### src/rtl/btr_pkg.sv
// Package with the types and constants shared by the block transfer receiver files.
package btr_pkg;

    localparam int NUM_WORDS = 8;
    localparam int LANE_BYTES = 8;
    localparam int LANE_SUM_W = 11;
    localparam int TOTAL_SUM_W = 14;

    localparam logic [15:0] END_MARK = 16'hFFFF;
    localparam logic [15:0] ERR_MARK = 16'hFFFE;

    localparam logic [1:0] CFG_BLOCK_COUNT = 2'd0;
    localparam logic [1:0] CFG_IMAGE_CRC = 2'd1;
    localparam logic [1:0] CFG_STORE_READY = 2'd2;

    typedef struct packed {
        logic [63:0]           word;
        logic [LANE_SUM_W-1:0] sum;
    } lane_res_t;

endpackage

### src/rtl/btr_if.sv
// Handshake interfaces for the packet, result and configuration channels.
interface btr_pkt_if;
    logic        valid;
    logic        ready;
    logic [15:0] block_number;
    logic [15:0] payload_length;
    logic [15:0] payload_sum;
    logic [63:0] payload_word_0;
    logic [63:0] payload_word_1;
    logic [63:0] payload_word_2;
    logic [63:0] payload_word_3;
    logic [63:0] payload_word_4;
    logic [63:0] payload_word_5;
    logic [63:0] payload_word_6;
    logic [63:0] payload_word_7;

    modport source (
        output valid, block_number, payload_length, payload_sum,
        output payload_word_0, payload_word_1, payload_word_2, payload_word_3,
        output payload_word_4, payload_word_5, payload_word_6, payload_word_7,
        input  ready
    );
    modport sink (
        input  valid, block_number, payload_length, payload_sum,
        input  payload_word_0, payload_word_1, payload_word_2, payload_word_3,
        input  payload_word_4, payload_word_5, payload_word_6, payload_word_7,
        output ready
    );
endinterface

interface btr_res_if;
    logic        valid;
    logic        ready;
    logic        send_reply;
    logic [15:0] reply_word;
    logic        store_block;
    logic [6:0]  store_length;
    logic [63:0] store_word_0;
    logic [63:0] store_word_1;
    logic [63:0] store_word_2;
    logic [63:0] store_word_3;
    logic [63:0] store_word_4;
    logic [63:0] store_word_5;
    logic [63:0] store_word_6;
    logic [63:0] store_word_7;

    modport source (
        output valid, send_reply, reply_word, store_block, store_length,
        output store_word_0, store_word_1, store_word_2, store_word_3,
        output store_word_4, store_word_5, store_word_6, store_word_7,
        input  ready
    );
    modport sink (
        input  valid, send_reply, reply_word, store_block, store_length,
        input  store_word_0, store_word_1, store_word_2, store_word_3,
        input  store_word_4, store_word_5, store_word_6, store_word_7,
        output ready
    );
endinterface

interface btr_cfg_if;
    logic        valid;
    logic        ready;
    logic [1:0]  index;
    logic [31:0] data;

    modport source (output valid, index, data, input ready);
    modport sink (input valid, index, data, output ready);
endinterface

### src/rtl/btr_lane.sv
// One payload lane: masks eight bytes against the length and sums the kept bytes.
module btr_lane #(
    parameter int LANE_INDEX = 0
) (
    input  logic [63:0]       word,
    input  logic [15:0]       payload_length,
    output btr_pkg::lane_res_t res
);
    import btr_pkg::*;

    always_comb
    begin
        res.word = '0;
        res.sum = '0;
        for (int j = 0; j < LANE_BYTES; j++)
        begin
            if (payload_length > 16'(LANE_INDEX * LANE_BYTES + j))
            begin
                res.word[8*j +: 8] = word[8*j +: 8];
                res.sum = res.sum + LANE_SUM_W'(word[8*j +: 8]);
            end
        end
    end

endmodule

### src/rtl/btr_merge.sv
// Merging stage: adds the lane sums and checks them against the sender's checksum.
module btr_merge (
    input  btr_pkg::lane_res_t lanes [btr_pkg::NUM_WORDS],
    input  logic [15:0]        payload_sum,
    output logic               sum_ok
);
    import btr_pkg::*;

    logic [TOTAL_SUM_W-1:0] total;

    always_comb
    begin
        total = '0;
        for (int i = 0; i < NUM_WORDS; i++)
        begin
            total = total + TOTAL_SUM_W'(lanes[i].sum);
        end
        sum_ok = (16'(total) == payload_sum);
    end

endmodule

### src/rtl/block_transfer_receiver_unit.sv
// Top level of the block transfer receiver: lanes, merge, sequence control and result register.
// One packet transfer can be taken every cycle while results are taken as fast, and every
// accepted packet gives exactly one result transfer, registered in turn: the first
// register holds the masked lane words and per-lane byte sums, the second holds the result after
// the lane sums are merged, checked, and the block sequence state (expected block, closed
// storage, done) is updated. While a result waits, the pipeline holds, and packet ready drops
// once the first register is full as well. The sequence state lives only in the second stage,
// so consecutive packets see each other's updates in order. Configuration writes are taken at
// any time and must be made while idle.
module block_transfer_receiver_unit #(
    parameter int BLOCK_BYTES = 64
) (
    input  logic     clk,
    input  logic     rst_n,
    btr_pkt_if.sink  pkt,
    btr_res_if.source result,
    btr_cfg_if.sink  cfg
);
    import btr_pkg::*;

    localparam int NUM_LANES = (BLOCK_BYTES + LANE_BYTES - 1) / LANE_BYTES;

    logic [63:0] pkt_word [NUM_WORDS];
    lane_res_t   lane_res [NUM_WORDS];

    logic [15:0] block_count_reg;
    logic [31:0] image_crc_reg;
    logic        store_ready_reg;

    logic [15:0] next_block_reg, next_block_next;
    logic        transfer_done_reg, transfer_done_next;
    logic        store_closed_reg, store_closed_next;

    logic        s1_valid_reg;
    logic [15:0] s1_blk_reg;
    logic [15:0] s1_len_reg;
    logic [15:0] s1_sum_reg;
    logic [31:0] s1_crc_reg;
    lane_res_t   s1_lane_reg [NUM_WORDS];

    logic        out_valid_reg;
    logic        send_reply_reg, send_reply_next;
    logic [15:0] reply_word_reg, reply_word_next;
    logic        store_block_reg, store_block_next;
    logic [6:0]  store_length_reg, store_length_next;
    logic [63:0] store_word_reg [NUM_WORDS];
    logic [63:0] store_word_next [NUM_WORDS];

    logic        sum_ok;
    logic        advance;
    logic        pkt_take;
    logic [15:0] next_block_inc;

    assign pkt_word[0] = pkt.payload_word_0;
    assign pkt_word[1] = pkt.payload_word_1;
    assign pkt_word[2] = pkt.payload_word_2;
    assign pkt_word[3] = pkt.payload_word_3;
    assign pkt_word[4] = pkt.payload_word_4;
    assign pkt_word[5] = pkt.payload_word_5;
    assign pkt_word[6] = pkt.payload_word_6;
    assign pkt_word[7] = pkt.payload_word_7;

    generate
        for (genvar g = 0; g < NUM_WORDS; g++)
        begin : g_lane
            if (g < NUM_LANES)
            begin : g_used
                btr_lane #(
                    .LANE_INDEX (g)
                ) u_lane (
                    .word           (pkt_word[g]),
                    .payload_length (pkt.payload_length),
                    .res            (lane_res[g])
                );
            end
            else
            begin : g_unused
                assign lane_res[g] = '0;
            end
        end
    endgenerate

    btr_merge u_merge (
        .lanes       (s1_lane_reg),
        .payload_sum (s1_sum_reg),
        .sum_ok      (sum_ok)
    );

    assign advance = s1_valid_reg && (!out_valid_reg || result.ready);
    assign pkt.ready = !s1_valid_reg || advance;
    assign pkt_take = pkt.valid && pkt.ready;
    assign cfg.ready = 1'b1;
    assign next_block_inc = next_block_reg + 16'd1;

    always_ff @(posedge clk or negedge rst_n)
    begin
        if (!rst_n)
        begin
            block_count_reg <= 16'd1;
            image_crc_reg <= '0;
            store_ready_reg <= 1'b1;
        end
        else if (cfg.valid)
        begin
            case (cfg.index)
                CFG_BLOCK_COUNT: block_count_reg <= cfg.data[15:0];
                CFG_IMAGE_CRC:   image_crc_reg <= cfg.data;
                CFG_STORE_READY: store_ready_reg <= cfg.data[0];
                default:         ;
            endcase
        end
    end

    always_ff @(posedge clk or negedge rst_n)
    begin
        if (!rst_n)
        begin
            s1_valid_reg <= 1'b0;
        end
        else if (pkt.ready)
        begin
            s1_valid_reg <= pkt.valid;
        end
    end

    always_ff @(posedge clk)
    begin
        if (pkt_take)
        begin
            s1_blk_reg <= pkt.block_number;
            s1_len_reg <= pkt.payload_length;
            s1_sum_reg <= pkt.payload_sum;
            s1_crc_reg <= pkt.payload_word_0[31:0];
            s1_lane_reg <= lane_res;
        end
    end

    always_comb
    begin
        send_reply_next = 1'b0;
        reply_word_next = '0;
        store_block_next = 1'b0;
        store_length_next = '0;
        for (int i = 0; i < NUM_WORDS; i++)
        begin
            store_word_next[i] = '0;
        end
        next_block_next = next_block_reg;
        transfer_done_next = transfer_done_reg;
        store_closed_next = store_closed_reg;

        if (transfer_done_reg)
        begin
            if (s1_blk_reg == END_MARK)
            begin
                send_reply_next = 1'b1;
                reply_word_next = END_MARK;
            end
        end
        else if (s1_blk_reg == END_MARK)
        begin
            send_reply_next = 1'b1;
            if (next_block_reg != block_count_reg)
            begin
                reply_word_next = ERR_MARK;
            end
            else if (s1_crc_reg == image_crc_reg)
            begin
                reply_word_next = END_MARK;
                transfer_done_next = 1'b1;
            end
            else
            begin
                reply_word_next = ERR_MARK;
            end
        end
        else if (s1_len_reg <= 16'(BLOCK_BYTES) && sum_ok)
        begin
            if (s1_blk_reg == next_block_reg)
            begin
                send_reply_next = 1'b1;
                reply_word_next = s1_blk_reg;
                if (store_ready_reg && !store_closed_reg)
                begin
                    store_block_next = 1'b1;
                    store_length_next = s1_len_reg[6:0];
                    for (int i = 0; i < NUM_WORDS; i++)
                    begin
                        store_word_next[i] = s1_lane_reg[i].word;
                    end
                    next_block_next = next_block_inc;
                    if (next_block_inc == block_count_reg)
                    begin
                        store_closed_next = 1'b1;
                    end
                end
            end
            else if (s1_blk_reg < next_block_reg)
            begin
                send_reply_next = 1'b1;
                reply_word_next = s1_blk_reg;
            end
        end
    end

    always_ff @(posedge clk or negedge rst_n)
    begin
        if (!rst_n)
        begin
            next_block_reg <= '0;
            transfer_done_reg <= 1'b0;
            store_closed_reg <= 1'b0;
            out_valid_reg <= 1'b0;
        end
        else
        begin
            if (advance)
            begin
                next_block_reg <= next_block_next;
                transfer_done_reg <= transfer_done_next;
                store_closed_reg <= store_closed_next;
                out_valid_reg <= 1'b1;
            end
            else if (result.ready)
            begin
                out_valid_reg <= 1'b0;
            end
        end
    end

    always_ff @(posedge clk)
    begin
        if (advance)
        begin
            send_reply_reg <= send_reply_next;
            reply_word_reg <= reply_word_next;
            store_block_reg <= store_block_next;
            store_length_reg <= store_length_next;
            store_word_reg <= store_word_next;
        end
    end

    assign result.valid = out_valid_reg;
    assign result.send_reply = send_reply_reg;
    assign result.reply_word = reply_word_reg;
    assign result.store_block = store_block_reg;
    assign result.store_length = store_length_reg;
    assign result.store_word_0 = store_word_reg[0];
    assign result.store_word_1 = store_word_reg[1];
    assign result.store_word_2 = store_word_reg[2];
    assign result.store_word_3 = store_word_reg[3];
    assign result.store_word_4 = store_word_reg[4];
    assign result.store_word_5 = store_word_reg[5];
    assign result.store_word_6 = store_word_reg[6];
    assign result.store_word_7 = store_word_reg[7];

    a_done_sticky: assert property (@(posedge clk) disable iff (!rst_n)
        transfer_done_reg |=> transfer_done_reg)
        else $error("Transfer done flag cleared without reset.");

    a_store_advances: assert property (@(posedge clk) disable iff (!rst_n)
        (advance && store_block_next) |=> (next_block_reg == $past(next_block_inc)))
        else $error("Stored block did not advance the expected block number.");

    a_store_acked: assert property (@(posedge clk) disable iff (!rst_n)
        (result.valid && result.store_block) |->
            (result.send_reply && result.store_length <= 7'(BLOCK_BYTES)))
        else $error("Stored block without acknowledge or with bad length.");

endmodule

### src/flat_wrapper.sv
// flat-port wrapper written by rule: the top's interface ports become plain ports
module block_transfer_receiver_unit_flat import btr_pkg::*;
#(
    parameter int BLOCK_BYTES = 64
)
  (clk, rst_n, pkt_valid, pkt_block_number, pkt_payload_length, pkt_payload_sum, pkt_payload_word_0, pkt_payload_word_1, pkt_payload_word_2, pkt_payload_word_3, pkt_payload_word_4, pkt_payload_word_5, pkt_payload_word_6, pkt_payload_word_7, pkt_ready, result_valid, result_send_reply, result_reply_word, result_store_block, result_store_length, result_store_word_0, result_store_word_1, result_store_word_2, result_store_word_3, result_store_word_4, result_store_word_5, result_store_word_6, result_store_word_7, result_ready, cfg_valid, cfg_index, cfg_data, cfg_ready);
  btr_pkt_if pkt_i ();
  btr_res_if result_i ();
  btr_cfg_if cfg_i ();
  input  logic clk;
  input  logic rst_n;
  input wire logic [$bits(pkt_i.valid)-1:0] pkt_valid;
  input wire logic [$bits(pkt_i.block_number)-1:0] pkt_block_number;
  input wire logic [$bits(pkt_i.payload_length)-1:0] pkt_payload_length;
  input wire logic [$bits(pkt_i.payload_sum)-1:0] pkt_payload_sum;
  input wire logic [$bits(pkt_i.payload_word_0)-1:0] pkt_payload_word_0;
  input wire logic [$bits(pkt_i.payload_word_1)-1:0] pkt_payload_word_1;
  input wire logic [$bits(pkt_i.payload_word_2)-1:0] pkt_payload_word_2;
  input wire logic [$bits(pkt_i.payload_word_3)-1:0] pkt_payload_word_3;
  input wire logic [$bits(pkt_i.payload_word_4)-1:0] pkt_payload_word_4;
  input wire logic [$bits(pkt_i.payload_word_5)-1:0] pkt_payload_word_5;
  input wire logic [$bits(pkt_i.payload_word_6)-1:0] pkt_payload_word_6;
  input wire logic [$bits(pkt_i.payload_word_7)-1:0] pkt_payload_word_7;
  output wire logic [$bits(pkt_i.ready)-1:0] pkt_ready;
  output wire logic [$bits(result_i.valid)-1:0] result_valid;
  output wire logic [$bits(result_i.send_reply)-1:0] result_send_reply;
  output wire logic [$bits(result_i.reply_word)-1:0] result_reply_word;
  output wire logic [$bits(result_i.store_block)-1:0] result_store_block;
  output wire logic [$bits(result_i.store_length)-1:0] result_store_length;
  output wire logic [$bits(result_i.store_word_0)-1:0] result_store_word_0;
  output wire logic [$bits(result_i.store_word_1)-1:0] result_store_word_1;
  output wire logic [$bits(result_i.store_word_2)-1:0] result_store_word_2;
  output wire logic [$bits(result_i.store_word_3)-1:0] result_store_word_3;
  output wire logic [$bits(result_i.store_word_4)-1:0] result_store_word_4;
  output wire logic [$bits(result_i.store_word_5)-1:0] result_store_word_5;
  output wire logic [$bits(result_i.store_word_6)-1:0] result_store_word_6;
  output wire logic [$bits(result_i.store_word_7)-1:0] result_store_word_7;
  input wire logic [$bits(result_i.ready)-1:0] result_ready;
  input wire logic [$bits(cfg_i.valid)-1:0] cfg_valid;
  input wire logic [$bits(cfg_i.index)-1:0] cfg_index;
  input wire logic [$bits(cfg_i.data)-1:0] cfg_data;
  output wire logic [$bits(cfg_i.ready)-1:0] cfg_ready;
  assign pkt_i.valid = pkt_valid;
  assign pkt_i.block_number = pkt_block_number;
  assign pkt_i.payload_length = pkt_payload_length;
  assign pkt_i.payload_sum = pkt_payload_sum;
  assign pkt_i.payload_word_0 = pkt_payload_word_0;
  assign pkt_i.payload_word_1 = pkt_payload_word_1;
  assign pkt_i.payload_word_2 = pkt_payload_word_2;
  assign pkt_i.payload_word_3 = pkt_payload_word_3;
  assign pkt_i.payload_word_4 = pkt_payload_word_4;
  assign pkt_i.payload_word_5 = pkt_payload_word_5;
  assign pkt_i.payload_word_6 = pkt_payload_word_6;
  assign pkt_i.payload_word_7 = pkt_payload_word_7;
  assign pkt_ready = pkt_i.ready;
  assign result_valid = result_i.valid;
  assign result_send_reply = result_i.send_reply;
  assign result_reply_word = result_i.reply_word;
  assign result_store_block = result_i.store_block;
  assign result_store_length = result_i.store_length;
  assign result_store_word_0 = result_i.store_word_0;
  assign result_store_word_1 = result_i.store_word_1;
  assign result_store_word_2 = result_i.store_word_2;
  assign result_store_word_3 = result_i.store_word_3;
  assign result_store_word_4 = result_i.store_word_4;
  assign result_store_word_5 = result_i.store_word_5;
  assign result_store_word_6 = result_i.store_word_6;
  assign result_store_word_7 = result_i.store_word_7;
  assign result_i.ready = result_ready;
  assign cfg_i.valid = cfg_valid;
  assign cfg_i.index = cfg_index;
  assign cfg_i.data = cfg_data;
  assign cfg_ready = cfg_i.ready;
  block_transfer_receiver_unit #(.BLOCK_BYTES(BLOCK_BYTES)) u_core (.clk(clk), .rst_n(rst_n), .pkt(pkt_i), .result(result_i), .cfg(cfg_i));
endmodule
### config.mk
export PLATFORM = sky130hd
export DESIGN_NAME = block_transfer_receiver_unit_flat
export DESIGN_NICKNAME = d
export VERILOG_FILES = /design/src/rtl/btr_pkg.sv /design/src/rtl/btr_if.sv /design/src/rtl/btr_lane.sv /design/src/rtl/btr_merge.sv /design/src/rtl/block_transfer_receiver_unit.sv /design/src/flat_wrapper.sv
export SDC_FILE = /design/constraint.sdc
export NUM_CORES = 2
export LEC_CHECK = 0
export BUFFER_PORTS_ARGS = -buffer_cell sky130_fd_sc_hd__buf_2
export CELL_PAD_IN_SITES_DETAIL_PLACEMENT = 0
export CELL_PAD_IN_SITES_GLOBAL_PLACEMENT = 1
export CORE_AREA = 10 10 431 433
export DETAILED_ROUTE_END_ITERATION = 10
export DIE_AREA = 0 0 441 443
export GPL_ROUTABILITY_DRIVEN = 0
export HOLD_SLACK_MARGIN = 0.15
export PLACE_DENSITY = 0.8
export SLEW_MARGIN = 0
export SYNTH_ARGS = -nofsm -noshare
export SYNTH_HDL_FRONTEND = slang
export SYNTH_HIERARCHICAL = 1
export SYNTH_SLANG_ARGS = --single-unit
export TNS_END_PERCENT = 1
### constraint.sdc
create_clock -name clk -period 25 [get_ports clk]
set_clock_uncertainty 0.1 [all_clocks]
set_input_delay 1.25 -clock clk [delete_from_list [all_inputs] [get_ports clk]]
set_output_delay 1.25 -clock clk [all_outputs]
set_load 0.01 [all_outputs]
==> parameters.txt <==
Parameter                              Value

Run status
  Result of the run ... finished, final reports clean

Run
  Max-capacitance violation count ... 0

Detailed routing
  Wire length per cell ... 25.7 µm
  Vias per cell ... around 5.5
  Detailed Route WL ... roughly 270,000 µm
  Initial detailed-routing violation count ... a little over 5k
  Via total after detailed routing ... 58.4k
  DRT antenna net count ... 0
  DRT Pass-1 Iters ... 5
  Drc violations ... 0

Yosys
  Post-Syn Instances ... 6,837
  Post-Syn Area per Cell ... 11.4 µm²
  Sequential cell area fraction in the yosys report ... 0.490
  Share of the synthesized area in the top cell type ... 0.468
  Cell area after technology mapping ... about 78,000 µm²
  Top_reg_cell synth ... edfxtp_1
  Flip-flop and latch count after synthesis ... 1,286
  Synth area leaders ... edfxtp_1 (47%), and2_1 (8.0%), ha_1 (7.7%)
  Syn Nets ... 8,036
  EDFF count, synth ... 1,217
  Fraction of registers with async set/reset ... 0.0537
  Leading area contributor after synthesis ... edfxtp_1
  Synth warnings ... 6
  Cell variety after synth ... 129

Timing
  Headroom to the max-slew limit ... 0.181
  FMAX ... slightly below 0.09 GHz
  Ratio of final minimum period to clock period ... 0.458
  RSZ-0062 raised after global routing ... no
  Max Slew Vio Count ... 0
  Final-report hold violation count ... 0
  Count of final setup violators ... 0
  Actual slew at the worst max-slew pin ... 1.23 ns
  Sum of negative setup slack ... 0 ns
  Final min period ... 11.45 ns

Global routing
  Maximum number of pins on one net before global-route repair ... 218
  First-pass GRT wire length ... 387,000 µm
  Tot GR Track Use ... 0.266
  Global route overflow ... 0
  Vias in the first global route ... 57.6k
  Antenna violations before repair ... 108

Critical path
  Launching instance or port of the critical path ... pkt_payload_length[5]
  Register-to-register setup slack ... around 17 ns
  Data required time of the worst path ... 25.43 ns
  Slowest stage cell, crit path ... or4_4
  Worst flop-to-flop path startpoint ... u_core/s1_lane_reg[152]$_DFFE_PP_
  Crit Path Class ... input pin to flop
  Slowest cell delay on critical path ... roughly 0.58 ns
  Type of element capturing the critical path ... flop
  Maximum fanout along the worst path ... 25
  Startpoint Class ... input pin
  Top cell by count, worst path ... ha_1
  Arrival time at the worst endpoint ... about 12 ns

Finish
  Flip-flop and latch area ... 38,300 µm²
  Commonest cells after routing, fill and taps aside ... edfxtp_1 (1,217), buf_2 (1,133), and2_1 (993), ha_1 (479), nor2_1 (388)
  Number of flip-flops under the largest register name ... 600
  Fraction of final layout cells sized beyond drive strength 1 ... 0.217
  Commonest non-fill, non-tap cell in the layout ... edfxtp_1
  Number of inserted filler cells in the final layout ... around 16k
  Number of nets in the finished design ... around 9k
  Final Cell Area ... 91,300 µm²
  Area Overhead vs Synth ... 17.0%
  Area taken by multi-input logic gates ... about 38,000 µm²

Floorplanning
  Die boundary height ... 443 µm
  DIE AREA ... 195,000 µm²
  Die width ... ~440 µm
  Cell row count ... 155
  Core region area ... 177,000 µm²
  IO Count ... 1,139
  Starting utilization of the core area ... 0.440

Clock tree
  Total clock buffers created by CTS ... 146
  Clock transition at the registers of the reported paths ... 0.06 ns
  Sink Count ... 1,286
  Total setup buffers inserted after CTS ... 0
  Clock latency on the worst-skew pair ... 0.81 ns
  CTS Buffer Depth ... 3
  CTS tree ... done
  H-Tree Level Count ... 4
  Number of hold buffers added after CTS ... 0
  Clock Root Buffer ... clkbuf_16
  Post-cts gate resize count ... 0

Min path
  Worst min-delay path category ... flop to flop
  Worst min-delay path startpoint ... u_core/store_closed_reg$_DFFE_PN0P_

Placement
  Port bufs ... 1,137
  Cell Area, Placed ... between 80,000 and 90,000 µm²
  DPL Wire Length ... 215,000 µm
-- layout make-up --
class                   count  area share
flip-flops and latches   1286       0.419
repair buffers           1201      0.0678
well taps                2355      0.0323
multi-input cells        5009       0.412
clock inverters            92      0.0107
clock buffers             175      0.0423
inverters                 342      0.0143
diodes                     61     0.00167
-- worst max-delay path: cells and delay by family --
family	cells	cell delay, ns
simple gates	16	3.64
buf+inv	2	0.40
mux	1	0.38
xor+xnor	2	0.33
compound gates	19	3.18
fa+ha+maj	8	2.64
-- final timing paths --
path	to	cells past startpoint
worst max-delay path	u_core/s1_lane_reg[534]$_DFFE_PP_	48
worst min-delay path	u_core/store_closed_reg$_DFFE_PN0P_	2
worst max register to register	u_core/result.store_word_4[5]$_SDFFCE_PP0P_	21
worst min register to register	u_core/store_closed_reg$_DFFE_PN0P_	2
max in group asynchronous	u_core/image_crc_reg[23]$_DFFE_PN0P_	2
min in group asynchronous	u_core/image_crc_reg[18]$_DFFE_PN0P_	2
-- cells in the mapped netlist (all sizes together), types with 39 or more instances --
master / instances
nor2b: 102
o31a: 41
a211oi: 83
edfxtp: 1217
fa: 121
inv: 342
nand2b: 42
xor2: 114
ha: 479
dfrtp: 67
nand2: 307
buf: 40
nor3: 100
mux2: 193
o21a: 132
o21ai: 334
and3: 45
nand4: 54
xnor2: 252
or2: 39
clkbuf: 160
and2: 997
nand3: 99
a21oi: 318
mux2i: 58
nor2: 397
o21bai: 54
o211ai: 41
a21o: 145
-- layer usage --
layer	vias to the layer above	GRT usage	wire length, µm
met5	-	0	219
met4	34	0.107	10200
met3	464	0.0520	19100
met2	2127	0.453	134000
met1	28500	0.328	107000
li1	27300	-	-
-- metrics by stage --
stage	std cells	setup slack, ns	utilization	hold WS, ns
final	10500	13.55	0.515	0.394
after global routing	10500	12.64	0.515	0.408
after CTS	10500	13.69	0.514	0.388
after detailed placement	10200	12.82	0.487	0.374
after global placement	10200	12.96	0.487	0.356
after floorplan	6837	6.69	-	0.332
-- cells by family after synthesis --
family | after synthesis | synth area share
and+or+nand+nor | 2318 | 0.166
AOI/OAI and AO/OA | 1464 | 0.126
DFF | 1286 | 0.490
adders and majority gates | 600 | 0.108
buffers and inverters | 542 | 0.0285
xor gates and xnor gates | 375 | 0.0448
muxes | 251 | 0.0361
other | 1 | 0.0000480
Power is left out: the tool's default activity adds up to more than one toggle a clock period on the data nets, which glitch-free logic cannot reach.
